`src/hdl/can_link_watchdog_indicator_top_macros.svh`:
```
// assertion macros for the can link watchdog indicator
// used by can_link_watchdog_indicator_top, no other dependencies
`ifndef CAN_LINK_WATCHDOG_INDICATOR_TOP_MACROS_SVH
`define CAN_LINK_WATCHDOG_INDICATOR_TOP_MACROS_SVH

// same-cycle implication, checked outside reset
`define CLWI_ASSERT_NOW(label, ante, cons, msg) \
   label: assert property (@(posedge clock) disable iff (reset) (ante) |-> (cons)) \
      else $error(msg);

// next-cycle implication, checked outside reset
`define CLWI_ASSERT_NEXT(label, ante, cons, msg) \
   label: assert property (@(posedge clock) disable iff (reset) (ante) |=> (cons)) \
      else $error(msg);

`endif

```
`src/hdl/clwi_pkg.sv`:
```
// types and constants for the can link watchdog indicator
// no dependencies, used by can_link_watchdog_indicator_top
package clwi_pkg;

   localparam int unsigned ID_W      = 29;
   localparam int unsigned REG_W     = 16;
   localparam int unsigned CSR_IDX_W = 3;

   // register indexes
   localparam logic [CSR_IDX_W-1:0] REG_WATCHED_ID = 3'd0;
   localparam logic [CSR_IDX_W-1:0] REG_SILENCE_TO = 3'd1;
   localparam logic [CSR_IDX_W-1:0] REG_BLINK_HALF = 3'd2;
   localparam logic [CSR_IDX_W-1:0] REG_FLASH_ON   = 3'd3;
   localparam logic [CSR_IDX_W-1:0] REG_FLASH_OFF  = 3'd4;

   // register reset values
   localparam logic [ID_W-1:0]  RST_WATCHED_ID = 29'h18FC_C321;
   localparam logic [REG_W-1:0] RST_SILENCE_TO = 16'd500;
   localparam logic [REG_W-1:0] RST_BLINK_HALF = 16'd400;
   localparam logic [REG_W-1:0] RST_FLASH_ON   = 16'd500;
   localparam logic [REG_W-1:0] RST_FLASH_OFF  = 16'd2500;

   // input opcodes
   localparam logic OP_TICK  = 1'b0;
   localparam logic OP_FRAME = 1'b1;

   // indicator modes
   localparam logic [1:0] MODE_DARK  = 2'd0;
   localparam logic [1:0] MODE_FLASH = 2'd1;
   localparam logic [1:0] MODE_BLINK = 2'd2;

   typedef struct packed {
      logic            op;
      logic [ID_W-1:0] frame_id;
      logic            frame_extended;
      logic            brake_bit;
      logic            hatch_bit;
      logic            bus_off;
   } req_word_type;

   typedef struct packed {
      logic       brake_relay;
      logic       hatch_out;
      logic       indicator;
      logic       link_alive;
      logic [1:0] indicator_mode;
   } rsp_word_type;

endpackage

```
`src/hdl/can_link_watchdog_indicator_top.sv`:
```
// can link watchdog with status lamp, top level
// depends on clwi_pkg and can_link_watchdog_indicator_top_macros.svh
//
// usage
//   req channel: one word per event, op selects a millisecond tick or a
//   received frame. rsp channel: exactly one word per req word, in order,
//   carrying relay, hatch, lamp, alive flag and lamp mode after that event.
//   csr port: plain write (enable, index, data), no read-back; write only
//   while the block is idle. unknown indexes are ignored.
// path and throughput
//   a word is captured in the input register, processed by one short pass
//   of compare and flag logic into the result register, where rsp_valid
//   rises with it. one word per cycle is taken when the receiver does not
//   stall; the rate is set by the single state update per cycle.
// reset
//   synchronous, active high. link not alive, both timers cleared, relay
//   energised (released), hatch low, lamp dark, flash in its on part,
//   registers back to their defaults.
// stall
//   a stalled result holds in the result register; one more word waits in
//   the input register, after which req_stall rises until rsp drains.
module can_link_watchdog_indicator_top #(
   parameter int unsigned TIMER_WIDTH = 16
) (
   input  logic                              clock,
   input  logic                              reset,
   // request channel
   input  logic                              req_valid,
   output logic                              req_stall,
   input  clwi_pkg::req_word_type            req_data,
   // result channel
   output logic                              rsp_valid,
   input  logic                              rsp_stall,
   output clwi_pkg::rsp_word_type            rsp_data,
   // configuration writes
   input  logic                              csr_write_en,
   input  logic [clwi_pkg::CSR_IDX_W-1:0]    csr_index,
   input  logic [clwi_pkg::ID_W-1:0]         csr_wdata
);
   import clwi_pkg::*;

`include "can_link_watchdog_indicator_top_macros.svh"

   // compare width covers both the timers and the 16 bit registers
   localparam int unsigned CMP_W = (TIMER_WIDTH > REG_W) ? TIMER_WIDTH : REG_W;
   localparam logic [TIMER_WIDTH-1:0] TIMER_MAX = {TIMER_WIDTH{1'b1}};
   localparam logic [TIMER_WIDTH-1:0] TIMER_ONE = TIMER_WIDTH'(1);

   // configuration registers
   logic [ID_W-1:0]  watched_id_ff;
   logic [REG_W-1:0] silence_to_ff;
   logic [REG_W-1:0] blink_half_ff;
   logic [REG_W-1:0] flash_on_ff;
   logic [REG_W-1:0] flash_off_ff;

   always_ff @(posedge clock) begin
      if (reset) begin
         watched_id_ff <= RST_WATCHED_ID;
         silence_to_ff <= RST_SILENCE_TO;
         blink_half_ff <= RST_BLINK_HALF;
         flash_on_ff   <= RST_FLASH_ON;
         flash_off_ff  <= RST_FLASH_OFF;
      end else if (csr_write_en) begin
         unique case (csr_index)
            REG_WATCHED_ID: watched_id_ff <= csr_wdata;
            REG_SILENCE_TO: silence_to_ff <= csr_wdata[REG_W-1:0];
            REG_BLINK_HALF: blink_half_ff <= csr_wdata[REG_W-1:0];
            REG_FLASH_ON:   flash_on_ff   <= csr_wdata[REG_W-1:0];
            REG_FLASH_OFF:  flash_off_ff  <= csr_wdata[REG_W-1:0];
            default: ;   // unknown index, write dropped
         endcase
      end
   end

   // pipeline control: the result stage moves when it is empty or drained
   logic         in_valid_ff;
   req_word_type in_word_ff;
   logic         rsp_valid_ff;
   rsp_word_type rsp_word_ff;
   logic         advance;

   assign advance   = !rsp_valid_ff || !rsp_stall;
   assign req_stall = in_valid_ff && !advance;

   always_ff @(posedge clock) begin
      if (reset) begin
         in_valid_ff <= 1'b0;
      end else if (!req_stall) begin
         in_valid_ff <= req_valid;
      end
   end

   // payload register, no reset needed
   always_ff @(posedge clock) begin
      if (!req_stall) begin
         in_word_ff <= req_data;
      end
   end

   // watchdog state
   logic                   alive_ff,   alive_in;
   logic [TIMER_WIDTH-1:0] silence_ff, silence_in;
   logic [TIMER_WIDTH-1:0] pattern_ff, pattern_in;
   logic                   phase_ff,   phase_in;   // 0 on part, 1 off part
   logic                   blink_ff,   blink_in;
   logic                   relay_ff,   relay_in;
   logic                   hatch_ff,   hatch_in;
   logic                   lamp_ff,    lamp_in;
   rsp_word_type           rsp_word_in;

   // saturating timer increments
   logic [TIMER_WIDTH-1:0] silence_inc;
   logic [TIMER_WIDTH-1:0] pattern_inc;
   logic                   frame_match;
   logic                   timed_out;
   logic [1:0]             mode;

   assign silence_inc = (silence_ff == TIMER_MAX) ? silence_ff : silence_ff + TIMER_ONE;
   assign pattern_inc = (pattern_ff == TIMER_MAX) ? pattern_ff : pattern_ff + TIMER_ONE;
   assign frame_match = in_word_ff.frame_extended && (in_word_ff.frame_id == watched_id_ff);
   assign timed_out   = CMP_W'(silence_inc) >= CMP_W'(silence_to_ff);

   always_comb begin
      alive_in   = alive_ff;
      silence_in = silence_ff;
      pattern_in = pattern_ff;
      phase_in   = phase_ff;
      blink_in   = blink_ff;
      relay_in   = relay_ff;
      hatch_in   = hatch_ff;
      lamp_in    = lamp_ff;

      if (in_word_ff.op == OP_FRAME) begin
         // matching frame proves the link; lamp untouched
         if (frame_match) begin
            silence_in = '0;
            alive_in   = 1'b1;
         end
      end else begin
         silence_in = silence_inc;
         pattern_in = pattern_inc;
         if (alive_ff && timed_out) begin
            // link lost, fall back to the safe outputs
            alive_in = 1'b0;
            relay_in = 1'b1;
            hatch_in = 1'b0;
         end else if (alive_ff) begin
            relay_in = in_word_ff.brake_bit;
            hatch_in = in_word_ff.hatch_bit;
         end
      end

      // mode from bus-off and the updated alive flag
      if (in_word_ff.bus_off) begin
         mode = MODE_DARK;
      end else if (alive_in) begin
         mode = MODE_BLINK;
      end else begin
         mode = MODE_FLASH;
      end

      if (in_word_ff.op == OP_TICK) begin
         unique case (mode)
            MODE_DARK: begin
               lamp_in = 1'b0;
            end
            MODE_FLASH: begin
               if (!phase_ff) begin
                  if (CMP_W'(pattern_inc) >= CMP_W'(flash_on_ff)) begin
                     pattern_in = '0;
                     lamp_in    = 1'b0;
                     phase_in   = 1'b1;
                  end else begin
                     lamp_in = 1'b1;
                  end
               end else if (CMP_W'(pattern_inc) >= CMP_W'(flash_off_ff)) begin
                  pattern_in = '0;
                  lamp_in    = 1'b1;
                  phase_in   = 1'b0;
               end
            end
            MODE_BLINK: begin
               if (CMP_W'(pattern_inc) >= CMP_W'(blink_half_ff)) begin
                  pattern_in = '0;
                  blink_in   = !blink_ff;
                  lamp_in    = !blink_ff;
               end
            end
            default: ;
         endcase
      end

      rsp_word_in.brake_relay    = relay_in;
      rsp_word_in.hatch_out      = hatch_in;
      rsp_word_in.indicator      = lamp_in;
      rsp_word_in.link_alive     = alive_in;
      rsp_word_in.indicator_mode = mode;
   end

   // state commits only when a word actually moves into the result stage
   always_ff @(posedge clock) begin
      if (reset) begin
         alive_ff     <= 1'b0;
         silence_ff   <= '0;
         pattern_ff   <= '0;
         phase_ff     <= 1'b0;
         blink_ff     <= 1'b0;
         relay_ff     <= 1'b1;
         hatch_ff     <= 1'b0;
         lamp_ff      <= 1'b0;
         rsp_valid_ff <= 1'b0;
      end else if (advance) begin
         rsp_valid_ff <= in_valid_ff;
         if (in_valid_ff) begin
            alive_ff   <= alive_in;
            silence_ff <= silence_in;
            pattern_ff <= pattern_in;
            phase_ff   <= phase_in;
            blink_ff   <= blink_in;
            relay_ff   <= relay_in;
            hatch_ff   <= hatch_in;
            lamp_ff    <= lamp_in;
         end
      end
   end

   // result payload register
   always_ff @(posedge clock) begin
      if (advance && in_valid_ff) begin
         rsp_word_ff <= rsp_word_in;
      end
   end

   assign rsp_valid = rsp_valid_ff;
   assign rsp_data  = rsp_word_ff;

   // a dead link always holds the safe outputs
   `CLWI_ASSERT_NOW(a_safe_when_lost, !alive_ff, relay_ff && !hatch_ff, "lost link not safe")
   // blink mode is only reported with the link alive
   `CLWI_ASSERT_NOW(a_blink_alive, rsp_valid_ff && (rsp_word_ff.indicator_mode == MODE_BLINK),
      rsp_word_ff.link_alive, "blink mode without live link")
   // a word leaving the input stage shows up as a result next cycle
   `CLWI_ASSERT_NEXT(a_stage_moves, in_valid_ff && advance, rsp_valid_ff, "word lost in pipeline")
   // back-pressure only while a word is parked
   `CLWI_ASSERT_NEXT(a_stall_holds, req_stall, in_valid_ff, "parked word dropped")

endmodule
```
`config.mk`:
```
export PLATFORM = sky130hd
export DESIGN_NAME = can_link_watchdog_indicator_top
export DESIGN_NICKNAME = d
export VERILOG_FILES = /design/src/hdl/clwi_pkg.sv /design/src/hdl/can_link_watchdog_indicator_top.sv
export VERILOG_INCLUDE_DIRS = /design/src /design/src/hdl
export SDC_FILE = /design/constraint.sdc
export NUM_CORES = 1
export LEC_CHECK = 0
export BUFFER_PORTS_ARGS = -buffer_cell sky130_fd_sc_hd__clkbuf_2
export CAP_MARGIN = 20
export CELL_PAD_IN_SITES_DETAIL_PLACEMENT = 0
export CELL_PAD_IN_SITES_GLOBAL_PLACEMENT = 2
export CORE_MARGIN = 2
export CORE_UTILIZATION = 40
export CTS_CLUSTER_DIAMETER = 40
export CTS_CLUSTER_SIZE = 24
export DETAILED_ROUTE_END_ITERATION = 16
export PLACE_DENSITY_LB_ADDON = 0.05
export SKIP_LAST_GASP = 1
export SYNTH_ARGS = -nofsm -noshare
export SYNTH_HDL_FRONTEND = slang
export SYNTH_SLANG_ARGS = --single-unit
```
`constraint.sdc`:
```
create_clock -name clock -period 7.8 [get_ports clock]
set_clock_uncertainty 0.2 [all_clocks]
set_input_delay 0.39 -clock clock [delete_from_list [all_inputs] [get_ports clock]]
set_output_delay 0.39 -clock clock [all_outputs]
set_load 0.05 [all_outputs]
```
# --- Word-level counts from Yosys, hierarchy flattened ---
# Index checks and enable logic that the tools add are counted.
totals:
  register_bits: 173
  latchBits: 0
  ram_bits: 0
  mem_bits_ro: 0
  out_inout_bits: 8
  elab_cells: 94
  n_memories: 0
op_classes:
  n_addsub: 2
  multipliers: 0
  n_div: 0
  magnitude_cmp: 4
  eq_ne: 10
  shift: 0
  n_mux: 31
  n_bitwise: 1
  n_reduce_logical: 20
ops:
  columns: ["cell", "n"]
  rows:
  - ["$mux W16", 10]
  - ["$ge A16 B16 Y1", 4]
  - ["$add A16 B1 Y16 const B", 2]
  - ["$eq A16 B16 Y1 const B", 2]
  - ["$pmux W16 S2", 1]
  - ["$eq A29 B29 Y1", 1]
  - ["$mux W1", 17]
  - ["$reduce_and A2 Y1", 6]
  - ["$eq A3 B2 Y1 const B", 2]
  - ["$reduce_and A5 Y1", 1]
  - ["$logic_and A1 B1 Y1", 4]
  - ["$logic_not A1 Y1", 4]
  - ["$mux W2", 2]
  - ["$reduce_and A4 Y1", 1]
  - ["$eq A3 B1 Y1 const B", 1]
  - ["$eq A3 B3 Y1 const B", 1]
  - ["$logic_not A3 Y1", 1]
  - ["$pmux W1 S3", 1]
  - ["$reduce_and A3 Y1", 1]
  - ["$eq A2 B1 Y1 const B", 1]
  - ["$eq A2 B2 Y1 const B", 1]
  - ["$logic_not A2 Y1", 1]
  - ["$ne A2 B1 Y1 const B", 1]
  - ["$logic_or A1 B1 Y1", 1]
  - ["$not A1 Y1", 1]

# --- Depth between registers and ports, before layout ---
logic_depth:
  depth_word: 11
  depth_mapped: 16
  depth_no_buf: 16

# --- Worst setup path after synthesis ---
# No wires, ideal clock.
synth_timing:
  path_type: "reg-to-reg"
  start: "reg pattern_ff[0]"
  end: "reg pattern_ff[13]"
  arrival_time_ns: 3.351
  path_slack_ns: 4.131
  path_stages_with_launch: 16
  n_path_buf: 1
  synth_period_minus_slack_ns: 3.669
  path_cell_list: "dfxtp_1 -> ha_1 -> buf_4 -> nand2_1 -> nor4_4 -> nand4_4 -> nand4_2 -> nor2_1 -> xor2_1 -> ha_1 -> nand4_1 -> o311a_1 -> o31ai_1 -> o21ai_1 -> a21o_2 -> a32o_1"
synth_via:
  elab_chain_cells: 7
synth_rtl:
  columns: ["item", "line_no", "text"]
  rows:
  - ["from (decl)", "can_link_watchdog_indicator_top.sv:103", "logic [TIMER_WIDTH-1:0] pattern_ff, pattern_in;"]
  - ["from (signal assigned)", "can_link_watchdog_indicator_top.sv:217", "pattern_ff <= pattern_in;"]
  - ["$add A16 B1 Y16 / $eq A16 B16 Y1 (equally long branches)", "can_link_watchdog_indicator_top.sv:119", "assign pattern_inc = (pattern_ff == TIMER_MAX) ? pattern_ff : pattern_ff + TIMER_ONE;"]
  - ["$mux W16 (*)", "can_link_watchdog_indicator_top.sv:119", null]
  - ["$ge A16 B16 Y1 (tied with other cells)", "can_link_watchdog_indicator_top.sv:169", "if (CMP_W'(pattern_inc) >= CMP_W'(flash_on_ff)) begin"]
  - ["$mux W16, on equally long branches", "can_link_watchdog_indicator_top.sv:169, can_link_watchdog_indicator_top.sv:176", null]
  - ["$mux W16", "can_link_watchdog_indicator_top.sv:168", "if (!phase_ff) begin"]
  - ["$pmux W16 S2", "can_link_watchdog_indicator_top.sv:163", "unique case (mode)"]
  - ["$mux W16 (*)", "can_link_watchdog_indicator_top.sv:162", "if (in_word_ff.op == OP_TICK) begin"]
# Every way passes the cells marked *; elsewhere a longest branch is shown, timed or not.
# A chain may end at the register's enable or synchronous reset.

# --- Worst setup path after layout ---
layout_timing:
  start: "reg pattern_ff[0]"
  end: "reg pattern_ff[0]"
layout_via:
  elab_chain_cells: 7
layout_rtl:
  columns: ["item", "line_no"]
  rows:
  - ["$add A16 B1 Y16 / $eq A16 B16 Y1 (equally long branches)", "can_link_watchdog_indicator_top.sv:119"]
  - ["$mux W16", "can_link_watchdog_indicator_top.sv:119"]
  - ["$ge A16 B16 Y1 (tied with other cells)", "can_link_watchdog_indicator_top.sv:169"]
  - ["$mux W16, on equally long branches", "can_link_watchdog_indicator_top.sv:169, can_link_watchdog_indicator_top.sv:176"]
  - ["$mux W16", "can_link_watchdog_indicator_top.sv:168"]
  - ["$pmux W16 S2", "can_link_watchdog_indicator_top.sv:163"]
  - ["$mux W16 (*)", "can_link_watchdog_indicator_top.sv:162"]
# Marks and branches as above.

==> impl_metrics.ini <==
[run]
maxCapViolCount = 0

[yosys]
synthMuxAreaShare = 0.00718
synth_adder_area_share = 0.0947
yosysWarnings = 0
avgSynthCellArea_um2 = 8.73
ys_ff_latch = 173
synthCells = 999
synth.largest_area_cell = dfxtp_1
synth_enable_flop_cells = 40
synth_commonest_cells = nand2_1 (221), dfxtp_1 (133), a21oi_1 (98)
synth_top_area_frac = 0.305
synth_top_family_by_area = simple AND/OR/NAND/NOR gates
synth.most_common_cell = nand2_1
async_flop_share = 0
synth_area_um2 = 8720
synth-simple-area-share = 0.189
synth_compound_area_frac = 0.159
synth_area_leaders = dfxtp_1 (31%), edfxtp_1 (14%), nand2_1 (9.5%)
synth_xor_area_frac = 0.0563
synth_seq_area_share = 0.443
yosysUniqueCellTypes = 67
syn_nets = 1136
ys.flop_type = dfxtp_1

[placement]
io_buffer_count = 78
place_hpwl_um = 16800
routabilityCongestion = 0.797

[pwr]
ir_worst_vdd_v = 0.000108
sequentialPowerShare = 0.481
p_leak_nw = 4.26
switching_share = 0.275
p_switching_w = 0.000553
pwr-share-clk = 0.428
combPwrFrac = 0.091
pwr_density_cell_nw_per_um2 = 192
internal_power_w = 0.00145

[outcome]
status = completed

[drt]
drt-initial-drc-count = 305
drt-total-wl_um = 23900
dr.pass1.iters = 5
ant_nets = 0
vias_per_cell = 5.07
num_vias = 7117
route.detailed.drc = 0
wl_per_cell_um = 17.0

[sta]
drv_slew = 0
fmax_mhz = 221
fin_crit_sh = 0.580
finalSetupTns_ps = 0
worst_pin_slew_ps = 1050
finalHoldViolCount = 0
rsz0062_at_grt = no
period_minus_slack_ps = 4530
setup_viol = 0
relSlewSlack = 0.303

[layout]
utilization = 0.484
num_antenna_cells = 0
syn2layout_area_growth_pct = 19.9
finalNetCount = 1249
final.fill_count = 2147
drive_above_1_share = 0.124

[worst_setup_path]
critPathKind = reg2reg
timing.critical_path.arrival_ps = 4590
required_ps = 7860
worstSetupStartpointType = flip-flop
endpoint_kind = flip-flop
worst-path-max-fanout = 10

[clock_network]
clockBufferDepth = 2
clkSinkCount = 173
cts_resized = 0
cts_buffers = 17
clk_latency_ps = 440
cts-root-buf = clkbuf_16
h-tree-depth = 4
clk_pin_slew_ps = 70
cts_tree = done

[floorplanning]
initial_core_util = 0.403
die_w_um = 152
dieArea_um2 = 23000
num_rows = 54
io_pins = 79
die_y_um = 152
core_um2 = 21600

[global_route]
grt_max_degree = 90
antenna_found_initial = 0
grt_use_total = 0.218
grt_pass1_vias = 6879
overflow = 0
grt_pass1_wl_um = 37700

[worst_hold_path]
hp-class = in2reg
## repair_timing
action / in CTS / in global routing
endpoints found under the hold margin: 48 / 0
setup buffers: 0 / 0
hold buffers: 48 / 0
## area by class of cell
type                       instances  area (um^2)  area share
timing repair buffer             134          951      0.0910
tap                              280          350      0.0335
inverter                          74          279      0.0267
clock inverter                    15          174      0.0166
clock buffer                      17          425      0.0407
sequential                       173         3860       0.370
multi-input combinational        712         4410       0.422
## placed cells by master, fill, tap and decap left out, types with 4 or more instances in the layout
cell type      synthesis  layout
clkinv_8               0       5
inv_6                  0       4
and3_1                 6       6
nand4_1               15      15
buf_4                  1       6
a211oi_1              14      14
clkbuf_16              0      17
nand3_1               34      33
inv_8                  0       4
dfxtp_1              133     133
a22oi_1                7       7
ha_1                  66      66
nor2_1                49      49
xor2_1                27      27
clkbuf_2               1      77
a32o_1                 6       6
nand2_1              221     221
inv_1                 72      72
xnor2_1               29      29
o211ai_1              27      27
nor3_1                 9       9
o21ai_0               24      24
or3_1                  5       5
dlygate4sd3_1          0      48
a31oi_1                8       8
edfxtp_1              40      40
nor2b_1                6       6
nor4_1                 7       7
nand2b_1               4       4
a21oi_1               98      98
## stage by stage
stage	hold WS (ps)	cell area, um^2	power, W	cells	setup slack [ps]
floorplan	236	8720	0.00108	999	4130
global placement	243	9340	0.00115	1323	3230
detailed placement	247	9350	0.00115	1324	3240
CTS	21.7	10400	0.00203	1404	3200
global route	69.9	10500	0.00209	1405	2790
finish	37.9	10500	0.00201	1405	3270
## worst max-delay path, stage by stage (launching register included)
cell,delay (ps)
dfxtp_1,470
ha_1,360
nand2_1,140
nor4_4,250
nand4_4,230
nand4_2,250
nor2_1,70
xor2_1,330
ha_1,220
o211ai_1,110
a211oi_1,240
a21oi_1,130
o21ai_0,560
o21ai_1,230
a21oi_2,420
a211oi_1,140
## power by group through the flow
stage	Sequential (W)	Combinational (W)	Clock, W
2_1_floorplan	0.000984	0.000101	0
3_3_place_gp	0.000986	0.000164	0
3_5_place_dp	0.000986	0.000164	0
4_1_cts	0.000965	0.000184	0.000884
5_1_grt	0.000969	0.000203	0.000920
6_report	0.000965	0.000182	0.000860
## flip-flops by register name, summed over array words and instances (netlist names), 6 cells and up
signal,count
in_word_ff,34
silence_to_ff,16
rsp_data,6
silence_ff,16
watched_id_ff,29
pattern_ff,16
flash_off_ff,16
flash_on_ff,16
blink_half_ff,16
## cell families (layout without fill, tap and decap cells)
| family | Yosys count | in the layout |
|---|---|---|
| AO/OA/AOI/OAI | 215 | 215 |
| XOR/XNOR | 56 | 56 |
| adder cells (fa/ha/maj) | 66 | 66 |
| buffers and inverters | 114 | 240 |
| flip-flops | 173 | 173 |
| multiplexers | 5 | 5 |
| AND/OR/NAND/NOR | 370 | 370 |
## final timing paths
path | start | endpoint | slack [ps] | cells after the start
worst max register to register | pattern_ff[0] | pattern_ff[0] | 3270 | 15
worst max-delay path | pattern_ff[0] | pattern_ff[0] | 3270 | 15
worst min-delay path | rsp_stall | rsp_valid | 40 | 3
worst min register to register | blink_half_ff[14] | blink_half_ff[14] | 260 | 2
## metal layers
layer  wire [um]  global-route usage
met5           0                   0
met1       11300               0.284
met3         530              0.0326
met2       11800               0.381
met4         337              0.0532
No activity file was read; power rests on OpenSTA's default activity.
